--- src/hdl/assert_macros.svh ---
// ---------------------------------------------------------------------------
// Assertion macros
// Concurrent assertion wrappers that fall away in synthesis.
// ---------------------------------------------------------------------------
`ifndef ASSERT_MACROS_SVH
`define ASSERT_MACROS_SVH
`ifndef SYNTHESIS
`define WOTN_ASSERT(label, clk, rst, prop) \
  label: assert property (@(posedge clk) disable iff (rst) (prop)) \
    else $error("wotn assertion failed");
`define WOTN_ASSERT_NEXT(label, clk, rst, ante, cons) \
  label: assert property (@(posedge clk) disable iff (rst) (ante) |=> (cons)) \
    else $error("wotn assertion failed");
`else
`define WOTN_ASSERT(label, clk, rst, prop)
`define WOTN_ASSERT_NEXT(label, clk, rst, ante, cons)
`endif
`endif

--- src/hdl/wotn_pkg.sv ---
// ---------------------------------------------------------------------------
// Window overlap package
// Widths, defaults, the name table entry type and a saturating adder.
// ---------------------------------------------------------------------------
package wotn_pkg;

  localparam int TOP_COUNT_DEF  = 8;
  localparam int NAME_SLOTS_DEF = 64;

  localparam int TS_W    = 48;
  localparam int LEN_W   = 40;
  localparam int NAME_W  = 32;
  localparam int DEPTH_W = 8;
  localparam int TOT_W   = 56;
  localparam int Q_W     = 32;
  localparam int RANK_W  = 3;
  localparam int CNT_W   = 4;

  typedef struct packed {
    logic [NAME_W-1:0] key;
    logic [TOT_W-1:0]  total;
  } entry_t;

  function automatic logic [TOT_W-1:0] sat_add(input logic [TOT_W-1:0] a,
                                               input logic [TOT_W-1:0] b);
    logic [TOT_W:0] s;
    s = {1'b0, a} + {1'b0, b};
    return s[TOT_W] ? {TOT_W{1'b1}} : s[TOT_W-1:0];
  endfunction

endpackage

--- src/hdl/wotn_div.sv ---
// ---------------------------------------------------------------------------
// Concurrency divider
// Restoring divider, one quotient bit a cycle, giving the overlap sum over
// the window length as saturated unsigned Q16.16.
// ---------------------------------------------------------------------------
module wotn_div import wotn_pkg::*; (
  input  logic             clk,
  input  logic             rst,
  input  logic             start,
  input  logic [TOT_W-1:0] sum,
  input  logic [LEN_W-1:0] len,
  output logic             busy,
  output logic [Q_W-1:0]   result
);

  localparam int DVD_W = TOT_W + 16;
  localparam int CNT_B = $clog2(DVD_W);

  logic [DVD_W-1:0] dvd;
  logic [DVD_W-1:0] quo;
  logic [LEN_W-1:0] dsr;
  logic [LEN_W-1:0] rem;
  logic [CNT_B-1:0] cnt;
  logic [LEN_W:0]   trial;
  logic             fits;

  assign trial = {rem, dvd[DVD_W-1]};
  assign fits  = trial >= {1'b0, dsr};

  always_ff @(posedge clk) begin
    if (rst) begin
      busy <= 1'b0;
    end else if (start) begin
      busy <= 1'b1;
    end else if (busy && cnt == CNT_B'(DVD_W - 1)) begin
      busy <= 1'b0;
    end
  end

  always_ff @(posedge clk) begin
    if (start) begin
      dvd <= {sum, 16'b0};
      dsr <= (len == '0) ? LEN_W'(1) : len;
      rem <= '0;
      quo <= '0;
      cnt <= '0;
    end else if (busy) begin
      dvd <= {dvd[DVD_W-2:0], 1'b0};
      quo <= {quo[DVD_W-2:0], fits};
      rem <= fits ? LEN_W'(trial - {1'b0, dsr}) : trial[LEN_W-1:0];
      cnt <= cnt + CNT_B'(1);
    end
  end

  assign result = (|quo[DVD_W-1:Q_W]) ? {Q_W{1'b1}} : quo[Q_W-1:0];

endmodule

--- config.mk ---
export PLATFORM = sky130hd
export DESIGN_NAME = wotn_div
export DESIGN_NICKNAME = d
export VERILOG_FILES = /design/src/hdl/assert_macros.svh /design/src/hdl/wotn_pkg.sv /design/src/hdl/wotn_div.sv
export SDC_FILE = /design/constraint.sdc
export NUM_CORES = 1
export LEC_CHECK = 0
export BUFFER_PORTS_ARGS = -buffer_cell sky130_fd_sc_hd__buf_4
export CAP_MARGIN = 15
export CORE_ASPECT_RATIO = 1.2
export CORE_MARGIN = 8
export CORE_UTILIZATION = 35
export CTS_BUF_LIST = sky130_fd_sc_hd__clkbuf_4 sky130_fd_sc_hd__clkbuf_8
export DETAILED_ROUTE_END_ITERATION = 6
export GPL_TIMING_DRIVEN = 0
export MAX_ROUTING_LAYER = met4
export PLACE_DENSITY = 0.6
export RECOVER_POWER = 25
export SYNTH_ARGS = -nofsm -noshare
export SYNTH_HDL_FRONTEND = slang
export SYNTH_SLANG_ARGS = --single-unit
export TNS_END_PERCENT = 10
--- constraint.sdc ---
create_clock -name clk -period 2.8 [get_ports clk]
set_input_delay 0.56 -clock clk [delete_from_list [all_inputs] [get_ports clk]]
set_output_delay 0.56 -clock clk [all_outputs]
set_load 0.01 [all_outputs]
-- Word-level counts from Yosys, hierarchy flattened
Cells that the tools add are included.
- bits of input ports: 99
- word-level logic and storage cells: 21
- register bits after elaboration: 216
- magnitude comparators: 1
- multiplexer cells: 6
- eq/ne operators: 1
- reduce and logical (&&, ||, !) cells: 5
- add/sub/neg operators: 2
- operators with widths (operator ; number):
    72-bit 2-to-1 mux ; 2
    41-bit by 40-bit greater-or-equal comparator with 1-bit output ; 1
    40-bit logical NOT ; 1
    40-bit 2-to-1 mux ; 1
    40-bit OR reduction ; 1
    40-bit subtractor ; 1
    32-bit 2-to-1 mux ; 1
    7-bit by 1-bit adder with 7-bit output (second input constant) ; 1
    7-bit == test (second input constant) ; 1
    2-bit nonzero test ; 2
    1-bit 2-to-1 mux ; 2
    1-bit logical AND ; 1

-- Depth between registers and ports, before layout
Gate-level depths: netlist of run 1.
- word-level depth: 4
- gate-level depth with buffers: 13
- depth with buffers taken out: 12

-- Least setup slack after synthesis of run 1
Ideal clock, no wire load.
- kind: reg-to-reg
- start point: register dsr[1]
- end point: register rem[21]
- data required time: 2.672 ns
- clock period less this slack: 2.748 ns
- stages on the path, launching flop included: 13
- path slack: 0.052 ns
- arrival time: 2.621 ns
- cell sequence: edfxtp_1 > inv_1 > ha_1 > nor2b_1 > o21bai_1 > nand3_1 > a211oi_2 > a2111oi_2 > or3_4 > buf_8 > mux2_1 > mux2i_1 > nor2_1
- longest elaborated chain between the ends: 2
- elaborated cells on any way between the ends: 3
- RTL lines (what ; RTL line ; source):
    start, declared ; wotn_div.sv:21 ; logic [LEN_W-1:0] dsr;
    start signal, assigned ; wotn_div.sv:43 ; dsr <= (len == '0) ? LEN_W'(1) : len;
    40-bit subtractor / 41-bit by 40-bit greater-or-equal comparator with 1-bit output (equally long branches) ; wotn_div.sv:50, wotn_div.sv:28 ;
    40-bit 2-to-1 mux * ; wotn_div.sv:50 ; rem <= fits ? LEN_W'(trial - {1'b0, dsr}) : trial[LEN_W-1:0];
    end signal, assigned ; wotn_div.sv:50 ;
    end, declared ; wotn_div.sv:22 ; logic [LEN_W-1:0] rem;
Mark *: on every way between the ends. The rest lies on a longest branch, timed or not.
A chain may end at the register's enable or synchronous reset.

-- Worst setup path after layout of run 1
- start point: register dsr[31]
- end point: register rem[21]
- longest elaborated chain between the ends: 2
- RTL lines (what ; RTL line ; source):
    41-bit by 40-bit greater-or-equal comparator with 1-bit output ; wotn_div.sv:28 ; assign fits = trial >= {1'b0, dsr};
    40-bit 2-to-1 mux ; wotn_div.sv:50 ;
Every way passes these cells.

==> flow_metrics.env, run 1 <==
export IMPL_crit_chain="inv_2, ha_4, buf_6, nand4_1, or4_4, nor3b_4, a31oi_4, a21boi_2, or3_4, buf_12, mux2_4, mux2i_1, nor2_1"
export IMPL_endpoint_kind="flip-flop"
export IMPL_p_switching_mw=2.504
export IMPL_grt_pass1_vias=9126
export IMPL_crit_end="rem[21]$_SDFFE_PP0P_"
export IMPL_rr_worst_depth=13
export IMPL_violations="negative setup slack"
export IMPL_cts_made_buffers=40
export IMPL_crit_buf_inv=3
export IMPL_crit_path_max_fanout=6
export IMPL_antenna_cells=0
export IMPL_maxSlewViolCount=0
export IMPL_path_depth=13
export IMPL_grt_max_degree=43
export IMPL_setup_violations_final=28
export IMPL_regToRegStartpoint="dsr[31]$_SDFFCE_PN0P_"
export IMPL_drc=0
export IMPL_grt_overflow_total=0
export IMPL_clkLatencyLatePin_ns=0.54
export IMPL_ios=132
export IMPL_async_flop_share=0
export IMPL_worstPathArrival_ns=3.35
export IMPL_drt_iter0_drc=477
export IMPL_hp_start="rst"
export IMPL_area_growth_pct=29.84
export IMPL_ant_nets=0
export IMPL_worst_pin_slew_ns=0.8414
export IMPL_coreArea_um2=31270
export IMPL_cp_startpoint="dsr[31]$_SDFFCE_PN0P_"
export IMPL_synth_net_count=1251
export IMPL_cellPowerDensity_nw_per_um2=608.9
export IMPL_fin_crit_ns=2.948
export IMPL_irDropWorstVdd_v=0.0002934
export IMPL_p_clk_frac=0.369
export IMPL_synthCells=1110
export IMPL_finalNetCount=1450
export IMPL_die_area_um2=37650
export IMPL_ys_seq_elements=216
export IMPL_design_area_um2=14400
export IMPL_seqPwrFrac=0.413
export IMPL_p_comb_frac=0.219
export IMPL_clock_sinks=216
export IMPL_die_w_um=178.5
export IMPL_drive_above_1_share=0.3007
export IMPL_cts_root_buf="clkbuf_8"
export IMPL_htree_num_levels=2
export IMPL_rsz0062_at_grt="yes"
export IMPL_syn_area_um2=11090
export IMPL_dr_pass1_iters=7
export IMPL_crit_type="flip-flop to flip-flop"
export IMPL_slew_headroom=0.4390
export IMPL_whs_path_depth=2
export IMPL_crit_path_start_kind="flip-flop"
export IMPL_p_int_mw=6.261
export IMPL_grt_total_usage=0.1604
export IMPL_cts_clk_slew_worst_paths_ns=0.06
export IMPL_worstPathRequired_ns=3.20
export IMPL_synth_cell_type_count=65
export IMPL_syn_avg_cell_area_um2=9.989
export IMPL_ys_seq_area_frac=0.4766
export IMPL_yosys_warnings=0
export IMPL_dieHeight_um=211.0
export IMPL_place_area_um2=12590
export IMPL_synth_edff_count=96
export IMPL_regToRegEndpoint="rem[21]$_SDFFE_PP0P_"
export IMPL_hpwl_mm=21.06
export IMPL_fin_ws_ns=-0.1478
export IMPL_vias_per_cell=5.084
export IMPL_place_inst=1643
export IMPL_grt_pass1_wl_mm=47.23
export IMPL_max_cap_viol_count=0
export IMPL_outcome="finished with violations"
export IMPL_routed_wirelength_mm=29.99
export IMPL_final_cells=1741
export IMPL_post_drt_wl_per_cell_um=17.23
export IMPL_finClkSkew_ns=0.01040
export IMPL_critPathMaxStageDelay_ns=0.47
export IMPL_p_leak_nw=5.823
export IMPL_crit_path_top_delay_cell="or4_4"
export IMPL_max_clock_freq_mhz=339.2
export IMPL_io_buffers=131
export IMPL_vias=8852
export IMPL_fin_crit_sh=1.053
export IMPL_start_util=0.3546
export IMPL_pre_cts_ws_ns=-0.6436
export IMPL_fp_row_count=71
export IMPL_switching_share=0.2857
export IMPL_reg2reg_slack_ns=-0.15
export IMPL_hold_violations=0
export IMPL_antenna_found_initial=0
export IMPL_critPathTopFamily="simple AND/OR/NAND/NOR gates"
export IMPL_cts_tree="yes"
export IMPL_synthFlopType="dfxtp_1"
export IMPL_routabilityCongestion=0.9256
export IMPL_clk_path_buf_depth=3
export IMPL_hold_class="primary input to flip-flop"
[through the flow]
step                hold WS, ns  setup TNS, ns    util  power, mW
global route             0.1777         -5.506  0.4604      9.213
CTS                      0.1627        -0.3831  0.4489      8.700
finish                   0.2005         -1.351  0.4604      8.766
floorplan                0.4300              0       -      4.718
global placement         0.4656        -123.64  0.4021      5.164
detailed placement       0.4774         -69.33  0.4027      5.187
[power groups by stage]
stage	combinational [mW]	sequential, mW	clock, mW
floorplan	1.08	3.64	0
global placement	1.50	3.66	0
detailed placement	1.52	3.67	0
CTS	1.75	3.61	3.34
global route	2.08	3.64	3.49
finish	1.92	3.62	3.23
[how the worst min path moves through the flow]
| stage | endpoint | slack [ns] |
|---|---|---|
| 6_report | busy$_SDFFE_PP0P_ | 0.20 |
| 3_3_place_gp | quo[0]$_SDFFE_PP0P_ | 0.47 |
| 3_5_place_dp | quo[0]$_SDFFE_PP0P_ | 0.48 |
| 2_1_floorplan | quo[0]$_SDFFE_PP0P_ | 0.43 |
| 4_1_cts | busy$_SDFFE_PP0P_ | 0.16 |
| 5_1_grt | busy$_SDFFE_PP0P_ | 0.18 |
[layout make-up]
type	count	area (um^2)
timing repair buffer	168	1272
clock inverter	16	147.6
buffer	87	436.7
multi-input combinational	741	5823
inverter	55	206.4
clock buffer	57	721.9
tap	401	501.7
sequential	216	5286
fill	3046	16870
[cells in the final DEF, fill, tap and decap left out, types with 18 or more instances in the layout]
cell,Yosys,final
a21oi_1,62,50
buf_4,1,124
a211oi_1,29,25
mux2_2,55,55
o21ai_0,29,21
clkbuf_1,73,75
clkbuf_8,0,48
edfxtp_1,96,96
inv_1,55,43
nor2_1,146,136
nand2_1,47,44
nand2b_1,38,37
mux2i_1,85,85
xor2_1,18,18
clkbuf_4,0,38
dfxtp_1,120,119
[what timing repair did]
item                                   4_1_cts  5_1_grt
pin swaps                                   28       53
setup buffers                               23       10
endpoints found under the hold margin        0        0
gates cloned                                 3        0
setup endpoints to repair                   73       65
resized for setup                           88       90
hold buffers                                 0        0
[synthesized netlist by cell type (3+ instances only)]
cell type	number	area [um^2]
nand2b_1	38	237.7
mux2i_1	85	850.8
and3_1	10	62.56
a21boi_0	3	22.52
inv_1	55	206.5
a311oi_1	4	35.03
nand4_1	12	75.07
a211o_1	3	26.28
clkbuf_1	73	274.0
o211ai_1	5	37.54
xor2_1	18	157.7
buf_1	11	41.29
buf_2	8	40.04
a211oi_2	4	50.05
a211oi_1	29	217.7
a21o_1	13	97.59
and2_1	7	43.79
nor4_1	21	131.4
nand3_1	19	95.09
and4_1	3	26.28
ha_1	41	513.0
o21a_1	6	45.04
clkbuf_2	3	15.01
nor2b_1	4	25.02
o21ai_0	29	145.1
a21oi_1	62	310.3
edfxtp_1	96	2883
o21bai_1	9	67.56
mux2_2	55	619.3
o311a_1	3	30.03
a32oi_1	3	26.28
dfxtp_1	120	2402
nand2_1	47	176.4
xnor2_1	14	122.6
nor2_1	146	548.0
nor3_1	8	40.04
a31oi_1	9	56.30
[logic make-up (layout without fill, tap and decap cells)]
family                   after synthesis  count (layout)  synth area share
AO/OA/AOI/OAI                        204             204            0.1237
XOR/XNOR                              32              32           0.02528
adder cells (fa/ha/maj)               42              42           0.04807
buffers and inverters                153             383           0.05507
flip-flops                           216             216            0.4766
multiplexers                         141             141            0.1336
AND/OR/NAND/NOR                      322             322            0.1377
[routing by layer]
layer  track usage  vias to the layer above  wire [um]
met2        0.2777                      202      15470
met4       0.05995                        0        862
met5             -                        -          0
li1              -                     4359          -
met1        0.1815                     4236      12300
met3       0.02897                       55       1355
[flip-flops by register name, summed over array words and instances, names as in the netlist]
register  count
dvd          56
cnt           7
busy          1
dsr          40
rem          40
quo          72
Note: power is estimated with default switching activity, not from simulation.
==> run 2, diff against run 1 <==
--- a/config.mk
+++ b/config.mk
@@ -16,6 +16,7 @@
 export MAX_ROUTING_LAYER = met4
 export PLACE_DENSITY = 0.6
 export RECOVER_POWER = 25
+export REMOVE_ABC_BUFFERS = 1
 export SYNTH_ARGS = -nofsm -noshare
 export SYNTH_HDL_FRONTEND = slang
 export SYNTH_SLANG_ARGS = --single-unit
==> run 2 against run 1 <==
  * The run still ends with negative setup slack left
  * Sequential cell count stayed put
  * Hold slack worse by 0.0036 ns
  * Non-clock buffer count is 80 lower
  * Routed wire length decreased by 9.5%
  * Largest power group unchanged
  * Total power shrank 4.3%
  * Largest cell class unchanged
  * Final area shrank 2.3%
==> flow_metrics.env, run 2 (synthesis gave the netlist of run 1 again) <==
export IMPL_grt_max_degree=124
export IMPL_rsz0062_at_grt="yes"
export IMPL_slew_headroom=0.4287
export IMPL_final_cells=1662
export IMPL_crit_path_top_delay_cell="or4_4"
export IMPL_outcome="finished with violations"
export IMPL_antenna_found_initial=2
export IMPL_die_area_um2=37650
export IMPL_vias=8440
export IMPL_ios=132
export IMPL_area_growth_pct=26.91
export IMPL_grt_overflow_total=0
export IMPL_hold_violations=0
export IMPL_ant_nets=0
export IMPL_whs_path_depth=2
export IMPL_die_w_um=178.5
export IMPL_regMostFlops="quo"
export IMPL_violations="negative setup slack"
export IMPL_finalNetCount=1370
export IMPL_worst_pin_slew_ns=0.8569
export IMPL_endpoint_kind="flip-flop"
export IMPL_regToRegEndpoint="rem[39]$_SDFFE_PP0P_"
export IMPL_dr_pass1_iters=5
export IMPL_post_drt_wl_per_cell_um=16.32
export IMPL_reg2reg_slack_ns=-0.09
export IMPL_cts_root_buf="clkbuf_8"
export IMPL_cts_made_buffers=39
export IMPL_crit_chain="inv_2, ha_4, nand4_1, or4_4, nor3b_2, a31oi_2, a21boi_2, nor3_4, buf_6, buf_16, nor3_4, mux2i_1, a32o_1"
export IMPL_place_inst=1552
export IMPL_hp_start="rst"
export IMPL_worstPathRequired_ns=3.22
export IMPL_rr_worst_depth=13
export IMPL_clock_sinks=216
export IMPL_drc=0
export IMPL_start_util=0.3546
export IMPL_grt_total_usage=0.1416
export IMPL_routabilityCongestion=0.8831
export IMPL_finClkSkew_ns=0.01903
export IMPL_final_cell_mix="135 x nor2_1, 118 x buf_4, 116 x dfxtp_1, 96 x edfxtp_1, 84 x mux2i_1"
export IMPL_hold_path_end="busy$_SDFFE_PP0P_"
export IMPL_clk_path_buf_depth=3
export IMPL_critPathMaxStageDelay_ns=0.50
export IMPL_drive_above_1_share=0.3066
export IMPL_routed_wirelength_mm=27.13
export IMPL_max_cap_viol_count=0
export IMPL_crit_path_start_kind="flip-flop"
export IMPL_fin_ws_ns=-0.09424
export IMPL_regToRegStartpoint="dsr[28]$_SDFFCE_PN0P_"
export IMPL_worstPathArrival_ns=3.31
export IMPL_cts_clk_slew_worst_paths_ns=0.06
export IMPL_io_buffers=131
export IMPL_utilization=0.4500
export IMPL_fin_crit_sh=1.034
export IMPL_htree_num_levels=2
export IMPL_grt_pass1_vias=8588
export IMPL_vias_per_cell=5.078
export IMPL_critPathMostFrequentCell="nor3_4"
export IMPL_largest_reg_flops=72
export IMPL_p_leak_nw=5.730
export IMPL_crit_path_max_fanout=6
export IMPL_largestRegisters="quo (72), dvd (56)"
export IMPL_finalHoldWorstSlack_ns=0.1969
export IMPL_fin_crit_ns=2.894
export IMPL_cellPowerDensity_nw_per_um2=596.0
export IMPL_drt_iter0_drc=402
export IMPL_fp_row_count=71
export IMPL_clkLatencyLatePin_ns=0.53
export IMPL_max_clock_freq_mhz=345.5
export IMPL_grt_pass1_wl_mm=42.77
export IMPL_power_mw=8.388
export IMPL_irDropWorstVdd_v=0.0004442
export IMPL_dieHeight_um=211.0
export IMPL_fillers=3014
export IMPL_layout_commonest_cell="nor2_1"
export IMPL_hold_class="primary input to flip-flop"
export IMPL_setup_violations_final=15
export IMPL_maxSlewViolCount=0
export IMPL_cts_tree="yes"
export IMPL_hpwl_mm=17.93
export IMPL_coreArea_um2=31270
export IMPL_crit_type="flip-flop to flip-flop"
run 2: cell types whose count changed in the layout (fill, tap and decap cells not counted), moves of 3 or more:
cell       change
ha_4           +3
inv_1          +5
buf_6          -4
clkbuf_1      -62
ha_2           -5
buf_4          -6
buf_12         -3
clkbuf_8       -4
clkbuf_16      +3
buf_16         +5
dfxtp_1        -3
inv_2          -5
clkinv_2       +3
buf_1         -11
run 2: power breakdown:
part	internal (mW)	total [mW]	switching, mW
logic	0.891	1.85	0.962
clock network	1.60	2.90	1.30
registers	3.52	3.63	0.120
run 2: layout make-up:
class                      instances  area (um^2)  area share
inverter                          55        206.4     0.01467
timing repair buffer             175         1484      0.1055
antenna                            2        5.005   0.0003557
multi-input combinational        742         5817      0.4134
sequential                       216         5293      0.3761
tap                              401        501.7     0.03565
clock inverter                    15        70.07    0.004979
clock buffer                      56        695.7     0.04944
run 2: metrics by stage:
step / area [um^2] / setup TNS (ns) / setup slack, ns
finish: 14070 / -0.5992 / -0.09424
global route: 14070 / -5.226 / -0.2037
global placement: 12170 / -770.50 / -5.774
CTS: 13670 / -0.07876 / -0.05192
detailed placement: 12370 / -21.45 / -0.7197
floorplan: 10680 / -411.76 / -3.427
run 2: timing repair:
action                     4_1_cts  5_1_grt
setup buffers                   27        6
pin swaps                       31       46
gates resized for setup         70       66
hold buffers                     0        0
setup endpoints to repair       71       72
cloned                           2        3
run 2: how the worst max path moves through the flow:
stage | to | cells past startpoint | from
final | rem[39]$_SDFFE_PP0P_ | 13 | dsr[28]$_SDFFCE_PN0P_
after global routing | rem[39]$_SDFFE_PP0P_ | 13 | dsr[2]$_SDFFCE_PN0P_
after CTS | rem[39]$_SDFFE_PP0P_ | 13 | dsr[29]$_SDFFCE_PN0P_
after detailed placement | rem[34]$_SDFFE_PP0P_ | 12 | dvd[71]$_DFFE_PP_
after global placement | dvd[16]$_SDFFCE_PN0P_ | 2 | busy$_SDFFE_PP0P_
after floorplan | dvd[16]$_SDFFCE_PN0P_ | 2 | busy$_SDFFE_PP0P_
run 2: critical path, delay by kind of cell, from the launching register on:
kind	cells	cell delay (ns)
multiplexers	1	0.09
buffers and inverters	3	0.38
AO/OA/AOI/OAI	3	0.62
adder cells (fa/ha/maj)	1	0.26
flip-flops	1	0.34
AND/OR/NAND/NOR	5	1.09
run 2: layer usage:
layer  vias to the layer above  track usage  share of wire
li1                       4196            -              -
met3                        70      0.03881          0.059
met5                         -            -              0
met1                      3977       0.1597           0.41
met4                         0      0.06480          0.041
met2                       197       0.2306           0.49
==> run 3, diff against run 2 <==
--- a/config.mk
+++ b/config.mk
@@ -5,6 +5,7 @@
 export SDC_FILE = /design/constraint.sdc
 export NUM_CORES = 1
 export LEC_CHECK = 0
+export ABC_CLOCK_PERIOD_IN_PS = 2800
 export BUFFER_PORTS_ARGS = -buffer_cell sky130_fd_sc_hd__buf_4
 export CAP_MARGIN = 15
 export CORE_ASPECT_RATIO = 1.2
@@ -16,7 +17,7 @@
 export MAX_ROUTING_LAYER = met4
 export PLACE_DENSITY = 0.6
 export RECOVER_POWER = 25
-export REMOVE_ABC_BUFFERS = 1
+export SLEW_MARGIN = 20
 export SYNTH_ARGS = -nofsm -noshare
 export SYNTH_HDL_FRONTEND = slang
 export SYNTH_SLANG_ARGS = --single-unit
==> run 3 against run 2 <==
  * The run still ends with negative setup slack left
  * Sequential power about the same
  * Sequential cell count unchanged
  * Maximum frequency increased by 0.88%
  * Clock-buffer cell count shrank 5
  * Non-clock buffer count is 81 higher
  * Highest routed layer unchanged
  * Core utilization is essentially flat
  * Worst setup slack gained 0.025 ns
  * Combinational power barely moved
  * Largest power group unchanged
==> flow_metrics.env, run 3 (synthesis gave the netlist of run 1 again) <==
export IMPL_p_leak_nw=5.741
export IMPL_p_int_mw=5.938
export IMPL_regToRegStartpoint="dsr[3]$_SDFFCE_PN0P_"
export IMPL_reg2reg_slack_ns=-0.07
export IMPL_hold_path_end="busy$_SDFFE_PP0P_"
export IMPL_switching_share=0.2863
export IMPL_crit_path_max_fanout=8
export IMPL_crit_path_top_delay_cell="nor3_4"
export IMPL_place_area_um2=12580
export IMPL_hold_class="primary input to flip-flop"
export IMPL_cts_tree="yes"
export IMPL_grt_total_usage=0.1576
export IMPL_largestRegisters="quo (72), dvd (56)"
export IMPL_drt_iter0_drc=519
export IMPL_antenna_found_initial=0
export IMPL_routabilityCongestion=0.9256
export IMPL_fillers=3112
export IMPL_outcome="finished with violations"
export IMPL_fp_row_count=71
export IMPL_ios=132
export IMPL_start_util=0.3546
export IMPL_max_cap_viol_count=0
export IMPL_die_w_um=178.5
export IMPL_die_area_um2=37650
export IMPL_dieHeight_um=211.0
export IMPL_vias_per_cell=5.080
export IMPL_worstPathRequired_ns=3.17
export IMPL_whs_path_depth=2
export IMPL_p_clk_frac=0.346
export IMPL_drc=0
export IMPL_finalNetCount=1449
export IMPL_layout_commonest_cell="nor2_1"
export IMPL_hpwl_mm=20.84
export IMPL_rsz0062_at_grt="yes"
export IMPL_cts_clk_slew_worst_paths_ns=0.06
export IMPL_ctsHoldBuffers=0
export IMPL_dr_pass1_iters=5
export IMPL_tns_ns=-0.2725
export IMPL_grt_pass1_wl_mm=46.44
export IMPL_critPathMaxStageDelay_ns=0.44
export IMPL_fin_ws_ns=-0.06901
export IMPL_routed_wirelength_mm=29.26
export IMPL_clk_path_buf_depth=3
export IMPL_design_area_um2=14070
export IMPL_ant_nets=0
export IMPL_clkLatencyLatePin_ns=0.53
export IMPL_irDropWorstVdd_v=0.0003002
export IMPL_io_buffers=131
export IMPL_hp_start="rst"
export IMPL_grt_overflow_total=0
export IMPL_hold_violations=0
export IMPL_clock_sinks=216
export IMPL_max_clock_freq_mhz=348.6
export IMPL_fin_crit_ns=2.869
export IMPL_violations="negative setup slack"
export IMPL_setup_violations_final=9
export IMPL_endpoint_kind="flip-flop"
export IMPL_finClkSkew_ns=0.01494
export IMPL_crit_path_start_kind="flip-flop"
export IMPL_worst_pin_slew_ns=0.8713
export IMPL_crit_type="flip-flop to flip-flop"
export IMPL_fin_crit_sh=1.025
export IMPL_regToRegEndpoint="rem[19]$_SDFFE_PP0P_"
export IMPL_htree_num_levels=2
export IMPL_antenna_cells=0
export IMPL_largest_reg_flops=72
export IMPL_crit_chain="inv_1, ha_2, nand3_1, o21bai_1, nand3_2, a211oi_4, a2111oi_4, nor3_4, buf_6, buf_4, nor2_4, mux2i_1, a311oi_1"
export IMPL_slew_headroom=0.4191
export IMPL_finalHoldWorstSlack_ns=0.2186
export IMPL_seqPwrFrac=0.434
export IMPL_p_comb_frac=0.220
export IMPL_p_switching_mw=2.382
export IMPL_post_drt_wl_per_cell_um=16.83
export IMPL_final_cell_mix="143 x nor2_1, 128 x buf_4, 120 x dfxtp_1, 96 x edfxtp_1, 85 x mux2i_1"
export IMPL_vias=8834
export IMPL_cellPowerDensity_nw_per_um2=591.4
export IMPL_worstPathArrival_ns=3.24
export IMPL_cts_root_buf="clkbuf_8"
export IMPL_maxSlewViolCount=0
export IMPL_regMostFlops="quo"
export IMPL_grt_max_degree=57
export IMPL_drive_above_1_share=0.2788
export IMPL_rr_worst_depth=13
export IMPL_coreArea_um2=31270
export IMPL_grt_pass1_vias=8987
export IMPL_area_growth_pct=26.88
export IMPL_cts_made_buffers=38
==> run 3: changes by cell type in the layout (fill, tap and decap cells not counted), moves of 4 or more <==
cell	change
buf_1	+12
nor2_1	+8
clkinv_2	+4
clkbuf_1	+63
nor2_2	-6
buf_16	-6
buf_4	+10
ha_2	+7
ha_4	-9
dfxtp_1	+4
==> run 3: stage by stage <==
step	setup WS (ns)	power [mW]	util	cells
2_1_floorplan	0.05184	4.718	-	1110
3_3_place_gp	-1.456	5.164	0.4021	1642
3_5_place_dp	-0.6293	5.185	0.4022	1642
4_1_cts	-0.02502	8.319	0.4424	1733
5_1_grt	-0.1913	8.753	0.4499	1739
6_report	-0.06901	8.319	0.4499	1739
==> run 3: area by class of cell <==
class                           count  area (um^2)  area share
Timing Repair Buffer              169         1244     0.08840
Sequential cell                   216         5285      0.3757
Clock inverter                     19        118.9    0.008449
Clock buffer                       51        633.1     0.04500
Multi-Input combinational cell    741         5650      0.4016
Inverter                           55        209.0     0.01485
Buffer                             87        426.7     0.03033
Tap cell                          401        501.7     0.03566
==> run 3: layer usage <==
metal  wire length [um]  GRT usage
met4                912    0.05795
met1              12260     0.1794
met3               1208    0.02772
met5                  0          -
met2              14880     0.2724
==> run 3: repair_timing <==
item | CTS | global route
gates cloned | 2 | 0
pin swaps | 30 | 34
setup endpoints to repair | 73 | 77
hold endpoints to repair | 0 | 0
gates resized for setup | 76 | 64
setup buffers | 27 | 9
==> run 3: power groups by stage <==
stage | clock (mW) | combinational [mW] | sequential, mW
final | 2.88 | 1.83 | 3.61
after global routing | 3.12 | 2.00 | 3.63
after CTS | 2.99 | 1.72 | 3.61
after detailed placement | 0 | 1.52 | 3.67
after global placement | 0 | 1.50 | 3.66
after floorplan | 0 | 1.08 | 3.64
==> run 3: worst max-delay path by stage <==
stage | slack, ns | end | depth (start not counted) | startpoint
after floorplan | 0.05 | rem[21]$_SDFFE_PP0P_ | 12 | dsr[1]$_SDFFCE_PN0P_
after CTS | -0.03 | rem[21]$_SDFFE_PP0P_ | 13 | dsr[15]$_SDFFCE_PN0P_
after global routing | -0.19 | rem[27]$_SDFFE_PP0P_ | 12 | dsr[23]$_SDFFCE_PN0P_
after detailed placement | -0.63 | rem[34]$_SDFFE_PP0P_ | 12 | dvd[71]$_DFFE_PP_
final | -0.07 | rem[19]$_SDFFE_PP0P_ | 13 | dsr[3]$_SDFFCE_PN0P_
after global placement | -1.46 | dvd[49]$_DFFE_PP_ | 4 | start
==> run 3: worst max-delay path: cells and delay by family, from the launching register on <==
family          cells  cell delay (ns)
mux                 1             0.15
simple gates        4             0.72
flops               1             0.37
fa+ha+maj           1             0.30
compound gates      4             0.78
buf+inv             3             0.41
